<file path="src/sv/dpm_pkg.sv">
// ----------------------------------------------------------------------------
// dpm_pkg
// Types and constants shared by the distance move controller files.
// ----------------------------------------------------------------------------
`default_nettype none

package dpm_pkg;

	localparam int unsigned TIMEOUT_STEPS         = 120;
	localparam int unsigned ARRIVE_TOLERANCE      = 70;
	localparam int unsigned OBSTACLE_RANGE_TENTHS = 30;
	localparam int unsigned COUNTS_PER_CM         = 48;
	localparam int unsigned OBSTACLE_RANGE_MM     = OBSTACLE_RANGE_TENTHS * 10;

	localparam logic [15:0] BRAKE_DUTY = 16'd7999;
	localparam logic [15:0] OFFSET_A   = 16'd180;
	localparam logic [15:0] OFFSET_B   = 16'd83;
	localparam logic [15:0] OFFSET_C   = 16'd35;
	localparam logic [15:0] OFFSET_D   = 16'd39;

	// field widths
	localparam int unsigned DIST_W  = 11;
	localparam int unsigned SPEED_W = 2;
	localparam int unsigned ENC_W   = 16;
	localparam int unsigned RANGE_W = 16;
	localparam int unsigned DUTY_W  = 16;
	localparam int unsigned MODE_W  = 2;
	localparam int unsigned STAT_W  = 3;
	localparam int unsigned CIDX_W  = 3;
	localparam int unsigned CDATA_W = 16;

	// item kinds
	localparam logic KIND_START  = 1'b0;
	localparam logic KIND_SAMPLE = 1'b1;

	// register indexes
	localparam logic [CIDX_W-1:0] REG_PROP_GAIN   = 3'd0;
	localparam logic [CIDX_W-1:0] REG_INT_DIV     = 3'd1;
	localparam logic [CIDX_W-1:0] REG_KD_SLOW     = 3'd2;
	localparam logic [CIDX_W-1:0] REG_KD_MEDIUM   = 3'd3;
	localparam logic [CIDX_W-1:0] REG_KD_FAST     = 3'd4;
	localparam logic [CIDX_W-1:0] REG_LIM_SLOW    = 3'd5;
	localparam logic [CIDX_W-1:0] REG_LIM_MEDIUM  = 3'd6;
	localparam logic [CIDX_W-1:0] REG_LIM_FAST    = 3'd7;

	typedef enum logic [MODE_W-1:0] {
		MODE_DRIVE = 2'd0,
		MODE_COAST = 2'd1,
		MODE_BRAKE = 2'd2
	} bridge_mode_t;

	typedef enum logic [STAT_W-1:0] {
		STAT_RUNNING  = 3'd0,
		STAT_REACHED  = 3'd1,
		STAT_OBSTACLE = 3'd2,
		STAT_TIMEOUT  = 3'd3,
		STAT_WAITING  = 3'd4,
		STAT_IDLE     = 3'd5
	} status_t;

	typedef enum logic [2:0] {
		PH_IDLE = 3'b001,
		PH_WAIT = 3'b010,
		PH_RUN  = 3'b100
	} phase_t;

	typedef enum logic [7:0] {
		ST_IDLE = 8'b0000_0001,
		ST_EVAL = 8'b0000_0010,
		ST_MULP = 8'b0000_0100,
		ST_MULD = 8'b0000_1000,
		ST_DIVW = 8'b0001_0000,
		ST_SUM  = 8'b0010_0000,
		ST_FIN  = 8'b0100_0000,
		ST_EMIT = 8'b1000_0000
	} seq_state_t;

	typedef struct packed {
		logic [DUTY_W-1:0] duty;
		logic              direction;
		bridge_mode_t      bridge_mode;
		status_t           status;
	} result_t;

endpackage

`default_nettype wire

</file>
<file path="src/sv/dpm_if.sv">
// ----------------------------------------------------------------------------
// dpm_item_if / dpm_result_if
// Valid/ready channels for input items and result words.
// ----------------------------------------------------------------------------
`default_nettype none

interface dpm_item_if;
	logic                                  valid;
	logic                                  ready;
	logic                                  kind;
	logic signed [dpm_pkg::DIST_W-1:0]     move_distance;
	logic        [dpm_pkg::SPEED_W-1:0]    speed_class;
	logic        [dpm_pkg::ENC_W-1:0]      encoder_a;
	logic        [dpm_pkg::ENC_W-1:0]      encoder_b;
	logic        [dpm_pkg::ENC_W-1:0]      encoder_c;
	logic        [dpm_pkg::ENC_W-1:0]      encoder_d;
	logic        [dpm_pkg::RANGE_W-1:0]    range_reading;

	modport source (
		output valid, kind, move_distance, speed_class,
		output encoder_a, encoder_b, encoder_c, encoder_d, range_reading,
		input  ready
	);
	modport sink (
		input  valid, kind, move_distance, speed_class,
		input  encoder_a, encoder_b, encoder_c, encoder_d, range_reading,
		output ready
	);
endinterface

interface dpm_result_if;
	logic                           valid;
	logic                           ready;
	logic [dpm_pkg::DUTY_W-1:0]     duty;
	logic                           direction;
	logic [dpm_pkg::MODE_W-1:0]     bridge_mode;
	logic [dpm_pkg::STAT_W-1:0]     status;

	modport source (
		output valid, duty, direction, bridge_mode, status,
		input  ready
	);
	modport sink (
		input  valid, duty, direction, bridge_mode, status,
		output ready
	);
endinterface

`default_nettype wire

</file>
<file path="src/sv/dpm_div.sv">
// ----------------------------------------------------------------------------
// dpm_div
// Restoring serial divider, one quotient bit per cycle, signed result.
// ----------------------------------------------------------------------------
`default_nettype none

module dpm_div (
	input  wire logic               clk,
	input  wire logic               arst_n,
	input  wire logic               start,
	input  wire logic [15:0]        dividend,
	input  wire logic [15:0]        divisor,
	input  wire logic               negate,
	output logic                    busy,
	output logic signed [16:0]      quotient
);

	logic [4:0]  cnt_q;
	logic [16:0] rem_q;
	logic [15:0] dvd_q;
	logic [15:0] dsr_q;
	logic        neg_q;

	logic [16:0] rem_shift;
	logic        fits;

	assign rem_shift = {rem_q[15:0], dvd_q[15]};
	assign fits      = rem_shift >= {1'b0, dsr_q};

	always_ff @(posedge clk or negedge arst_n) begin
		if (!arst_n) begin
			cnt_q <= '0;
		end else if (start) begin
			cnt_q <= 5'd16;
		end else if (cnt_q != '0) begin
			cnt_q <= cnt_q - 5'd1;
		end
	end

	always_ff @(posedge clk) begin
		if (start) begin
			rem_q <= '0;
			dvd_q <= dividend;
			dsr_q <= divisor;
			neg_q <= negate;
		end else if (cnt_q != '0) begin
			rem_q <= fits ? rem_shift - {1'b0, dsr_q} : rem_shift;
			dvd_q <= {dvd_q[14:0], fits};
		end
	end

	assign busy     = cnt_q != '0;
	assign quotient = neg_q ? -$signed({1'b0, dvd_q}) : $signed({1'b0, dvd_q});

endmodule

`default_nettype wire

</file>
<file path="src/sv/distance_pid_move_controller_top.sv">
// sequence: an item is taken in ST_IDLE; start items and samples that need no control
// step go from ST_EVAL to ST_EMIT, while a full control step runs through ST_EVAL,
// ST_MULP, ST_MULD, ST_DIVW (waiting on the 16-step serial divider for the integral
// term), ST_SUM, ST_FIN and ST_EMIT; the next item is taken in the cycle the result
// word turns valid, and a result word left waiting stalls the sequencer
// reset: arst_n sets the config and move registers to defaults and the move to idle
// ----------------------------------------------------------------------------
// distance_pid_move_controller_top
// Distance move controller with a PID step on one shared multiplier and a
// serial divider under a small sequencer.
// ----------------------------------------------------------------------------
`default_nettype none

module distance_pid_move_controller_top (
	input  wire logic                                  clk,
	input  wire logic                                  arst_n,
	input  wire logic                                  cfg_we,
	input  wire logic [dpm_pkg::CIDX_W-1:0]            cfg_index,
	input  wire logic [dpm_pkg::CDATA_W-1:0]           cfg_data,
	dpm_item_if.sink                                   item,
	dpm_result_if.source                               result
);

	// configuration registers
	logic [7:0]  prop_gain_q;
	logic [15:0] int_div_q;
	logic [7:0]  kd_slow_q, kd_medium_q, kd_fast_q;
	logic [15:0] lim_slow_q, lim_medium_q, lim_fast_q;

	always_ff @(posedge clk or negedge arst_n) begin
		if (!arst_n) begin
			prop_gain_q  <= 8'd5;
			int_div_q    <= 16'd14000;
			kd_slow_q    <= 8'd10;
			kd_medium_q  <= 8'd23;
			kd_fast_q    <= 8'd23;
			lim_slow_q   <= 16'd1499;
			lim_medium_q <= 16'd3999;
			lim_fast_q   <= 16'd7999;
		end else if (cfg_we) begin
			case (cfg_index)
				dpm_pkg::REG_PROP_GAIN:  prop_gain_q  <= cfg_data[7:0];
				dpm_pkg::REG_INT_DIV:    int_div_q    <= cfg_data;
				dpm_pkg::REG_KD_SLOW:    kd_slow_q    <= cfg_data[7:0];
				dpm_pkg::REG_KD_MEDIUM:  kd_medium_q  <= cfg_data[7:0];
				dpm_pkg::REG_KD_FAST:    kd_fast_q    <= cfg_data[7:0];
				dpm_pkg::REG_LIM_SLOW:   lim_slow_q   <= cfg_data;
				dpm_pkg::REG_LIM_MEDIUM: lim_medium_q <= cfg_data;
				dpm_pkg::REG_LIM_FAST:   lim_fast_q   <= cfg_data;
				default: ;
			endcase
		end
	end

	// sequencer and move state
	dpm_pkg::seq_state_t state_q;
	dpm_pkg::phase_t     phase_q;
	logic signed [15:0]  target_q;
	logic [1:0]          speed_q;
	logic signed [31:0]  integral_q;
	logic signed [15:0]  last_err_q;
	logic [7:0]          step_q;
	logic                last_dir_q;

	// latched item
	logic                kind_q;
	logic signed [10:0]  dist_q;
	logic [1:0]          speed_in_q;
	logic [15:0]         range_q;
	logic signed [17:0]  enc_sum_q;

	// step datapath
	logic signed [15:0]  err_q;
	logic signed [15:0]  derr_q;
	logic signed [31:0]  acc_q;
	logic signed [31:0]  drive_q;
	dpm_pkg::result_t    res_q;

	// output register
	logic                out_valid_q;
	dpm_pkg::result_t    out_q;

	logic in_fire;
	assign item.ready = state_q == dpm_pkg::ST_IDLE;
	assign in_fire    = item.valid && item.ready;

	// offset counts, each wrapped to 16 bits, summed at acceptance
	logic [15:0] ca, cb, cc, cd;
	assign ca = item.encoder_a + dpm_pkg::OFFSET_A;
	assign cb = item.encoder_b - dpm_pkg::OFFSET_B;
	assign cc = item.encoder_c + dpm_pkg::OFFSET_C;
	assign cd = item.encoder_d - dpm_pkg::OFFSET_D;

	logic signed [17:0] enc_sum;
	assign enc_sum = 18'($signed(ca)) + 18'($signed(cb)) + 18'($signed(cc))
		+ 18'($signed(cd));

	// average truncated toward zero, error and its change
	logic signed [17:0] sum_adj;
	logic signed [15:0] avg, err, derr;
	assign sum_adj = enc_sum_q + (enc_sum_q[17] ? 18'sd3 : 18'sd0);
	assign avg     = 16'(sum_adj >>> 2);
	assign err     = target_q - avg;
	assign derr    = err - last_err_q;

	logic signed [15:0] target_new;
	assign target_new = 16'(16'($signed(dist_q)) * 16'(dpm_pkg::COUNTS_PER_CM));

	// speed class selects gain and limit
	logic [7:0]  kd_sel;
	logic [15:0] lim_sel;
	always_comb begin
		case (speed_q)
			2'd2: begin
				kd_sel  = kd_medium_q;
				lim_sel = lim_medium_q;
			end
			2'd3: begin
				kd_sel  = kd_fast_q;
				lim_sel = lim_fast_q;
			end
			default: begin
				kd_sel  = kd_slow_q;
				lim_sel = lim_slow_q;
			end
		endcase
	end

	// shared multiplier
	logic signed [15:0] mul_a;
	logic [7:0]         mul_b;
	logic signed [24:0] prod;
	assign mul_a = (state_q == dpm_pkg::ST_MULP) ? err_q : derr_q;
	assign mul_b = (state_q == dpm_pkg::ST_MULP) ? prop_gain_q : kd_sel;
	assign prod  = 25'(mul_a) * 25'($signed({1'b0, mul_b}));

	// divider for the integral term
	logic               div_start, div_busy;
	logic signed [16:0] div_quo;
	logic [15:0]        err_mag;
	assign err_mag = err[15] ? 16'(-err) : err;

	logic run_path, obstacle, timed_out, idle_sample, wait_zero;
	assign idle_sample = phase_q == dpm_pkg::PH_IDLE;
	assign wait_zero   = phase_q == dpm_pkg::PH_WAIT && range_q == '0;
	assign obstacle    = {1'b0, range_q} < 17'(dpm_pkg::OBSTACLE_RANGE_MM);
	assign timed_out   = step_q > 8'(dpm_pkg::TIMEOUT_STEPS);
	assign run_path    = kind_q == dpm_pkg::KIND_SAMPLE && !idle_sample && !wait_zero
		&& !obstacle && !timed_out;
	assign div_start   = state_q == dpm_pkg::ST_EVAL && run_path && int_div_q != '0;

	dpm_div u_div (
		.clk      (clk),
		.arst_n   (arst_n),
		.start    (div_start),
		.dividend (err_mag),
		.divisor  (int_div_q),
		.negate   (err[15]),
		.busy     (div_busy),
		.quotient (div_quo)
	);

	// magnitude, clamp and direction
	logic        drive_neg, drive_zero, dir_new;
	logic [31:0] drive_mag;
	logic [15:0] duty_clamped;
	logic        arrived;
	assign drive_neg    = drive_q[31];
	assign drive_zero   = drive_q == '0;
	assign drive_mag    = drive_neg ? 32'(-drive_q) : 32'(drive_q);
	assign duty_clamped = (drive_mag > {16'd0, lim_sel}) ? lim_sel : drive_mag[15:0];
	assign dir_new      = drive_neg ? 1'b1 : (drive_zero ? last_dir_q : 1'b0);
	assign arrived      = err_q < $signed(16'(dpm_pkg::ARRIVE_TOLERANCE))
		&& err_q > -$signed(16'(dpm_pkg::ARRIVE_TOLERANCE)) && derr_q == '0;

	logic out_free;
	assign out_free = !out_valid_q || result.ready;

	always_ff @(posedge clk or negedge arst_n) begin
		if (!arst_n) begin
			state_q    <= dpm_pkg::ST_IDLE;
			phase_q    <= dpm_pkg::PH_IDLE;
			target_q   <= '0;
			speed_q    <= 2'd1;
			integral_q <= '0;
			last_err_q <= '0;
			step_q     <= '0;
			last_dir_q <= 1'b0;
		end else begin
			case (state_q)
				dpm_pkg::ST_IDLE: begin
					if (in_fire) state_q <= dpm_pkg::ST_EVAL;
				end
				dpm_pkg::ST_EVAL: begin
					if (kind_q == dpm_pkg::KIND_START) begin
						target_q   <= target_new;
						speed_q    <= (speed_in_q == '0) ? 2'd1 : speed_in_q;
						step_q     <= '0;
						last_err_q <= '0;
						phase_q    <= dpm_pkg::PH_WAIT;
						state_q    <= dpm_pkg::ST_EMIT;
					end else if (idle_sample || wait_zero) begin
						state_q <= dpm_pkg::ST_EMIT;
					end else if (obstacle || timed_out) begin
						phase_q <= dpm_pkg::PH_IDLE;
						state_q <= dpm_pkg::ST_EMIT;
					end else begin
						phase_q    <= dpm_pkg::PH_RUN;
						last_err_q <= err;
						state_q    <= dpm_pkg::ST_MULP;
					end
				end
				dpm_pkg::ST_MULP: state_q <= dpm_pkg::ST_MULD;
				dpm_pkg::ST_MULD: state_q <= dpm_pkg::ST_DIVW;
				dpm_pkg::ST_DIVW: begin
					if (int_div_q == '0) begin
						state_q <= dpm_pkg::ST_SUM;
					end else if (!div_busy) begin
						integral_q <= integral_q + 32'(div_quo);
						state_q    <= dpm_pkg::ST_SUM;
					end
				end
				dpm_pkg::ST_SUM: state_q <= dpm_pkg::ST_FIN;
				dpm_pkg::ST_FIN: begin
					last_dir_q <= dir_new;
					if (arrived) begin
						phase_q <= dpm_pkg::PH_IDLE;
					end else if (step_q != 8'hFF) begin
						step_q <= step_q + 8'd1;
					end
					state_q <= dpm_pkg::ST_EMIT;
				end
				dpm_pkg::ST_EMIT: begin
					if (out_free) state_q <= dpm_pkg::ST_IDLE;
				end
				default: state_q <= dpm_pkg::ST_IDLE;
			endcase
		end
	end

	// payload registers
	always_ff @(posedge clk) begin
		if (in_fire) begin
			kind_q     <= item.kind;
			dist_q     <= item.move_distance;
			speed_in_q <= item.speed_class;
			range_q    <= item.range_reading;
			enc_sum_q  <= enc_sum;
		end
		case (state_q)
			dpm_pkg::ST_EVAL: begin
				err_q           <= err;
				derr_q          <= derr;
				res_q.direction <= last_dir_q;
				if (kind_q == dpm_pkg::KIND_START || wait_zero) begin
					res_q.duty        <= '0;
					res_q.bridge_mode <= dpm_pkg::MODE_COAST;
					res_q.status      <= dpm_pkg::STAT_WAITING;
				end else if (idle_sample) begin
					res_q.duty        <= '0;
					res_q.bridge_mode <= dpm_pkg::MODE_COAST;
					res_q.status      <= dpm_pkg::STAT_IDLE;
				end else if (obstacle) begin
					res_q.duty        <= dpm_pkg::BRAKE_DUTY;
					res_q.bridge_mode <= dpm_pkg::MODE_BRAKE;
					res_q.status      <= dpm_pkg::STAT_OBSTACLE;
				end else begin
					res_q.duty        <= '0;
					res_q.bridge_mode <= dpm_pkg::MODE_COAST;
					res_q.status      <= dpm_pkg::STAT_TIMEOUT;
				end
			end
			dpm_pkg::ST_MULP: acc_q <= 32'(prod);
			dpm_pkg::ST_MULD: acc_q <= acc_q + 32'(prod);
			dpm_pkg::ST_SUM:  drive_q <= acc_q + integral_q;
			dpm_pkg::ST_FIN: begin
				res_q.direction <= dir_new;
				if (arrived) begin
					res_q.duty        <= '0;
					res_q.bridge_mode <= dpm_pkg::MODE_COAST;
					res_q.status      <= dpm_pkg::STAT_REACHED;
				end else begin
					res_q.duty        <= duty_clamped;
					res_q.bridge_mode <= dpm_pkg::MODE_DRIVE;
					res_q.status      <= dpm_pkg::STAT_RUNNING;
				end
			end
			default: ;
		endcase
		if (state_q == dpm_pkg::ST_EMIT && out_free) out_q <= res_q;
	end

	// output word register
	always_ff @(posedge clk or negedge arst_n) begin
		if (!arst_n) begin
			out_valid_q <= 1'b0;
		end else if (state_q == dpm_pkg::ST_EMIT && out_free) begin
			out_valid_q <= 1'b1;
		end else if (result.ready) begin
			out_valid_q <= 1'b0;
		end
	end

	assign result.valid       = out_valid_q;
	assign result.duty        = out_q.duty;
	assign result.direction   = out_q.direction;
	assign result.bridge_mode = out_q.bridge_mode;
	assign result.status      = out_q.status;

endmodule

`default_nettype wire

</file>
<file path="src/flat_wrapper.sv">
// flat-port wrapper written by rule: the top's interface ports become plain ports
module distance_pid_move_controller_top_flat 
  (clk, arst_n, cfg_we, cfg_index, cfg_data, item_valid, item_kind, item_move_distance, item_speed_class, item_encoder_a, item_encoder_b, item_encoder_c, item_encoder_d, item_range_reading, item_ready, result_valid, result_duty, result_direction, result_bridge_mode, result_status, result_ready);
  dpm_item_if item_i ();
  dpm_result_if result_i ();
  input  wire logic clk;
  input  wire logic arst_n;
  input  wire logic cfg_we;
  input  wire logic [dpm_pkg::CIDX_W-1:0] cfg_index;
  input  wire logic [dpm_pkg::CDATA_W-1:0] cfg_data;
  input wire logic [$bits(item_i.valid)-1:0] item_valid;
  input wire logic [$bits(item_i.kind)-1:0] item_kind;
  input wire logic [$bits(item_i.move_distance)-1:0] item_move_distance;
  input wire logic [$bits(item_i.speed_class)-1:0] item_speed_class;
  input wire logic [$bits(item_i.encoder_a)-1:0] item_encoder_a;
  input wire logic [$bits(item_i.encoder_b)-1:0] item_encoder_b;
  input wire logic [$bits(item_i.encoder_c)-1:0] item_encoder_c;
  input wire logic [$bits(item_i.encoder_d)-1:0] item_encoder_d;
  input wire logic [$bits(item_i.range_reading)-1:0] item_range_reading;
  output wire logic [$bits(item_i.ready)-1:0] item_ready;
  output wire logic [$bits(result_i.valid)-1:0] result_valid;
  output wire logic [$bits(result_i.duty)-1:0] result_duty;
  output wire logic [$bits(result_i.direction)-1:0] result_direction;
  output wire logic [$bits(result_i.bridge_mode)-1:0] result_bridge_mode;
  output wire logic [$bits(result_i.status)-1:0] result_status;
  input wire logic [$bits(result_i.ready)-1:0] result_ready;
  assign item_i.valid = item_valid;
  assign item_i.kind = item_kind;
  assign item_i.move_distance = item_move_distance;
  assign item_i.speed_class = item_speed_class;
  assign item_i.encoder_a = item_encoder_a;
  assign item_i.encoder_b = item_encoder_b;
  assign item_i.encoder_c = item_encoder_c;
  assign item_i.encoder_d = item_encoder_d;
  assign item_i.range_reading = item_range_reading;
  assign item_ready = item_i.ready;
  assign result_valid = result_i.valid;
  assign result_duty = result_i.duty;
  assign result_direction = result_i.direction;
  assign result_bridge_mode = result_i.bridge_mode;
  assign result_status = result_i.status;
  assign result_i.ready = result_ready;
  distance_pid_move_controller_top u_core (.clk(clk), .arst_n(arst_n), .cfg_we(cfg_we), .cfg_index(cfg_index), .cfg_data(cfg_data), .item(item_i), .result(result_i));
endmodule
</file>
<file path="config.mk">
export PLATFORM = sky130hd
export DESIGN_NAME = distance_pid_move_controller_top_flat
export DESIGN_NICKNAME = d
export VERILOG_FILES = /design/src/sv/dpm_pkg.sv /design/src/sv/dpm_if.sv /design/src/sv/dpm_div.sv /design/src/sv/distance_pid_move_controller_top.sv /design/src/flat_wrapper.sv
export SDC_FILE = /design/constraint.sdc
export NUM_CORES = 1
export LEC_CHECK = 0
export BUFFER_PORTS_ARGS = -buffer_cell sky130_fd_sc_hd__buf_4
export CAP_MARGIN = 20
export CELL_PAD_IN_SITES_DETAIL_PLACEMENT = 0
export CELL_PAD_IN_SITES_GLOBAL_PLACEMENT = 1
export CORE_MARGIN = 3
export CORE_UTILIZATION = 45
export CTS_CLUSTER_DIAMETER = 40
export DETAILED_ROUTE_END_ITERATION = 7
export PLACE_DENSITY_LB_ADDON = 0.1
export SYNTH_ARGS = -nofsm -noshare
export SYNTH_HDL_FRONTEND = slang
export SYNTH_SLANG_ARGS = --single-unit
</file>
<file path="constraint.sdc">
create_clock -name clk -period 7.85 [get_ports clk]
set_input_delay 1.1775 -clock clk [delete_from_list [all_inputs] [get_ports clk]]
set_output_delay 1.1775 -clock clk [all_outputs]
set_load 0.005 [all_outputs]
</file>
==> key figures <==
Run status
  • Status: finished clean

Timing
  • Minimum clock period: 7790 ps
  • RSZ-0062 raised after global routing: yes
  • Max-slew headroom: 0.267
  • Clock Skew: 35.5 ps
  • Hold WS: 417 ps
  • Crit share post-route: 0.993
  • F_max: 128 MHz
  • Final setup vio count: 0
  • Worst slew pin tran: 1100 ps
  • Slew Limit Fails: 0
  • Fin. Hold Viols: 0

GRT
  • Largest net degree at the start of global routing: 103
  • Met2 Usage GRT: 0.366
  • Gr busiest metal: met2
  • Gr usage total: 0.223
  • Initial antenna violation count: 2
  • GRT overflow: 0
  • Met1 Usage GRT: 0.312
  • Number of global-route vias before repair: 25.4k
  • Met3 Use GR: 0.0325
  • First-pass GRT wire length: 134000 um

Layout
  • Reg area: 11600 sq um
  • Layout area overhead: 24.8%
  • # fillers: 6039
  • Layout Nets: 4143
  • Share of cells above drive strength 1: 0.246
  • Multi-input gate area: 19800 sq um

Synth
  • Synth Flop Type: edfxtp_1
  • Post-synthesis adder-cell area fraction: 0.183
  • Synth Area in Simple Gates: 0.142
  • Synth unique cells: 83
  • Yosys Warn Count: 0
  • Seq/Total Area, Yosys: 0.365
  • Syn Nets: 3732
  • Syn Inst Count: 3231
  • Mean Syn Cell Area: 9.87 sq um
  • Largest family of logic cells by synthesized area: adder cells
  • Number of flops mapped to enable cells by yosys: 221
  • Async S/R FF share, synth: 0.437
  • Yosys reg bits: 421
  • Post-Syn Area: 31900 sq um
  • Post-synthesis xor/xnor area fraction: 0.0739
  • Post-synthesis compound-gate area fraction: 0.139
  • Post-synthesis mux area share: 0.0539

Floorplanning
  • Die area: 74100 sq um
  • Io pins: 142
  • Initial Util: 0.459
  • Die X: 272 um
  • CORE AREA: 69400 sq um
  • Rows: 96
  • Die Height: 272 um

Setup path
  • Crit start category: register
  • CP endpoint: u_core.acc_q[26]$_DFFE_PP_
  • Critical Path RT: 8170 ps
  • Critical path arrival: 8110 ps
  • Critical Path Sink Type: register
  • Reg2reg path depth: 35
  • Delay of the slowest critical-path stage: 520 ps
  • R2r endpoint: u_core.acc_q[26]$_DFFE_PP_
  • Worst setup path startpoint: u_core.state_q[1]$_DFFE_PN0P_
  • Worst r2r src: u_core.state_q[1]$_DFFE_PN0P_
  • Critical Setup Path Class: reg2reg
  • Critical path peak fanout: 5
  • R2r setup slk: 60 ps
  • Critical-path top delay cell: fa_1

Routing
  • Post-DRT Antenna Nets: 0
  • Routed Wire Length: 83400 um
  • 1st-iter DRT viols: 1497
  • DRC viols: 0
  • Drt via density: 5.41
  • Routed WL per cell: 18.0 um
  • DRT Pass-1 Iters: 6
  • Vias: 25.1k

Clocking
  • Clock slew at reported path FFs: 50 ps
  • Root Driver: clkbuf_16
  • Worst skew pair latency: 630 ps
  • Number of CTS-inserted buffers: 82
  • CTS Buffer Depth: 3
  • H-Tree Depth: 3
  • CTS Hold Bufs: 0
  • CTS tree: yes
  • Clk sink count: 421

Place
  • Final HPWL DP: 64400 um
  • RD Place Congestion: 0.907
  • # port buffers: 141

Min path
  • Hold Path Class: reg2reg

Run
  • Max Cap Viol: 0
-- metal layers --
| layer | routed length (um) | share of wire |
|---|---|---|
| met1 | 38100 | 0.46 |
| met4 | 1640 | 0.020 |
| met5 | 9 | 0.00011 |
| met3 | 4170 | 0.050 |
| met2 | 39500 | 0.47 |
-- flip-flops by register name (all words and copies together) (netlist names), 18 cells and up --
name / count
u_core.acc_q: 32
u_core.drive_q: 32
u_core.enc_sum_q: 18
u_core.integral_q: 32
u_core.res_q: 22
-- Yosys cell counts, drive strengths merged, types with 7 or more instances --
library cell | n | area (sq um)
o31a | 8 | 70.1
and2 | 15 | 95.1
and4 | 7 | 61.3
nor3b | 9 | 72.6
nand3b | 9 | 67.6
mux2i | 48 | 480
nor3 | 56 | 280
mux2 | 110 | 1240
inv | 292 | 1100
nand4 | 33 | 206
a211oi | 34 | 255
edfxtp | 221 | 6640
o21bai | 19 | 143
nand2 | 328 | 1230
nand2b | 51 | 319
and3 | 22 | 138
a311oi | 8 | 70.1
buf | 7 | 41.3
or3 | 30 | 188
nor2b | 29 | 181
nand3 | 36 | 185
clkbuf | 61 | 229
o21ai | 211 | 1060
or4 | 11 | 90.1
xor2 | 87 | 762
a21boi | 17 | 128
a31oi | 18 | 113
nor2 | 241 | 905
nand4b | 9 | 78.8
ha | 242 | 3030
o211ai | 12 | 90.1
nor4 | 25 | 163
dfstp | 51 | 1340
a21o | 66 | 495
a22o | 10 | 87.6
xnor2 | 182 | 1590
dfrtp | 133 | 3330
a211o | 9 | 78.8
dfxtp | 16 | 320
o31ai | 22 | 165
o21a | 34 | 255
or2 | 23 | 144
a21oi | 159 | 796
fa | 141 | 2820
-- worst min-delay path by stage --
stage                                   startpoint                                      to  slack (ps)  depth (start not counted)
finish              u_core.res_q[19]$_SDFFCE_PN0P_        u_core.result.duty[13]$_DFFE_PP_         420                          0
global route        u_core.res_q[19]$_SDFFCE_PN0P_        u_core.result.duty[13]$_DFFE_PP_         420                          0
CTS                 u_core.res_q[19]$_SDFFCE_PN0P_        u_core.result.duty[13]$_DFFE_PP_         420                          0
detailed placement      u_core.res_q[10]$_DFFE_PP_         u_core.result.duty[4]$_DFFE_PP_         410                          0
global placement        u_core.res_q[18]$_DFFE_PP_        u_core.result.duty[12]$_DFFE_PP_         400                          0
floorplan                u_core.res_q[3]$_DFFE_PP_  u_core.result.bridge_mode[0]$_DFFE_PP_         400                          0
-- area by class of cell --
class / count / area share
multi-input combinational: 2450 / 0.497
sequential: 421 / 0.292
timing repair buffer: 395 / 0.0805
clock buffer: 92 / 0.0549
tap: 931 / 0.0293
inverter: 292 / 0.0276
clock inverter: 62 / 0.0187
antenna: 1 / 0.0000629
-- worst max-delay path, delay by kind of cell (launching register included) --
kind / cells / cell delay [ps]
XOR/XNOR: 1 / 210
AND/OR/NAND/NOR: 5 / 760
flip-flops: 1 / 410
adder cells (fa/ha/maj): 6 / 2430
buffers and inverters: 11 / 1130
AO/OA/AOI/OAI: 12 / 2530
-- logic make-up after synthesis --
| family | count (synthesis) |
|---|---|
| AND/OR/NAND/NOR | 945 |
| multiplexers | 158 |
| AO/OA/AOI/OAI | 695 |
| buffers and inverters | 360 |
| flip-flops | 421 |
| XOR/XNOR | 269 |
| adder cells (fa/ha/maj) | 383 |
-- timing repair --
item / in CTS / in global routing
resized for setup: 125 / 112
endpoints found under the setup margin: 10 / 15
cloned: 3 / 0
buffers inserted: 48 / 27
pin swaps: 105 / 85
-- placed cells by master (no fill, tap or decap), types with 65 or more instances in the layout --
cell / netlist / routed
a21o_1: 66 / 65
a21oi_1: 159 / 140
buf_4: 0 / 355
clkbuf_16: 0 / 84
dfrtp_1: 133 / 133
edfxtp_1: 221 / 221
fa_1: 141 / 129
ha_1: 242 / 226
inv_1: 290 / 276
mux2_2: 110 / 110
nand2_1: 328 / 311
nor2_1: 241 / 224
o21ai_0: 207 / 189
xnor2_1: 182 / 175
xor2_1: 87 / 86
-- per-stage QoR --
stage          instance area, sq um  setup WS [ps]  setup TNS (ps)  cells   util
2_1_floorplan                 31900           1.27               0   3231      -
3_3_place_gp                  35300           -217            -953   4410  0.508
3_5_place_dp                  35300           -474           -2970   4413  0.508
4_1_cts                       39100          0.839               0   4616  0.563
5_1_grt                       39800           -254           -1850   4643  0.573
6_report                      39800           55.2               0   4644  0.573
Power is not shown: default switching activity piles up to over one toggle a cycle in this logic, so the estimate is an artifact.
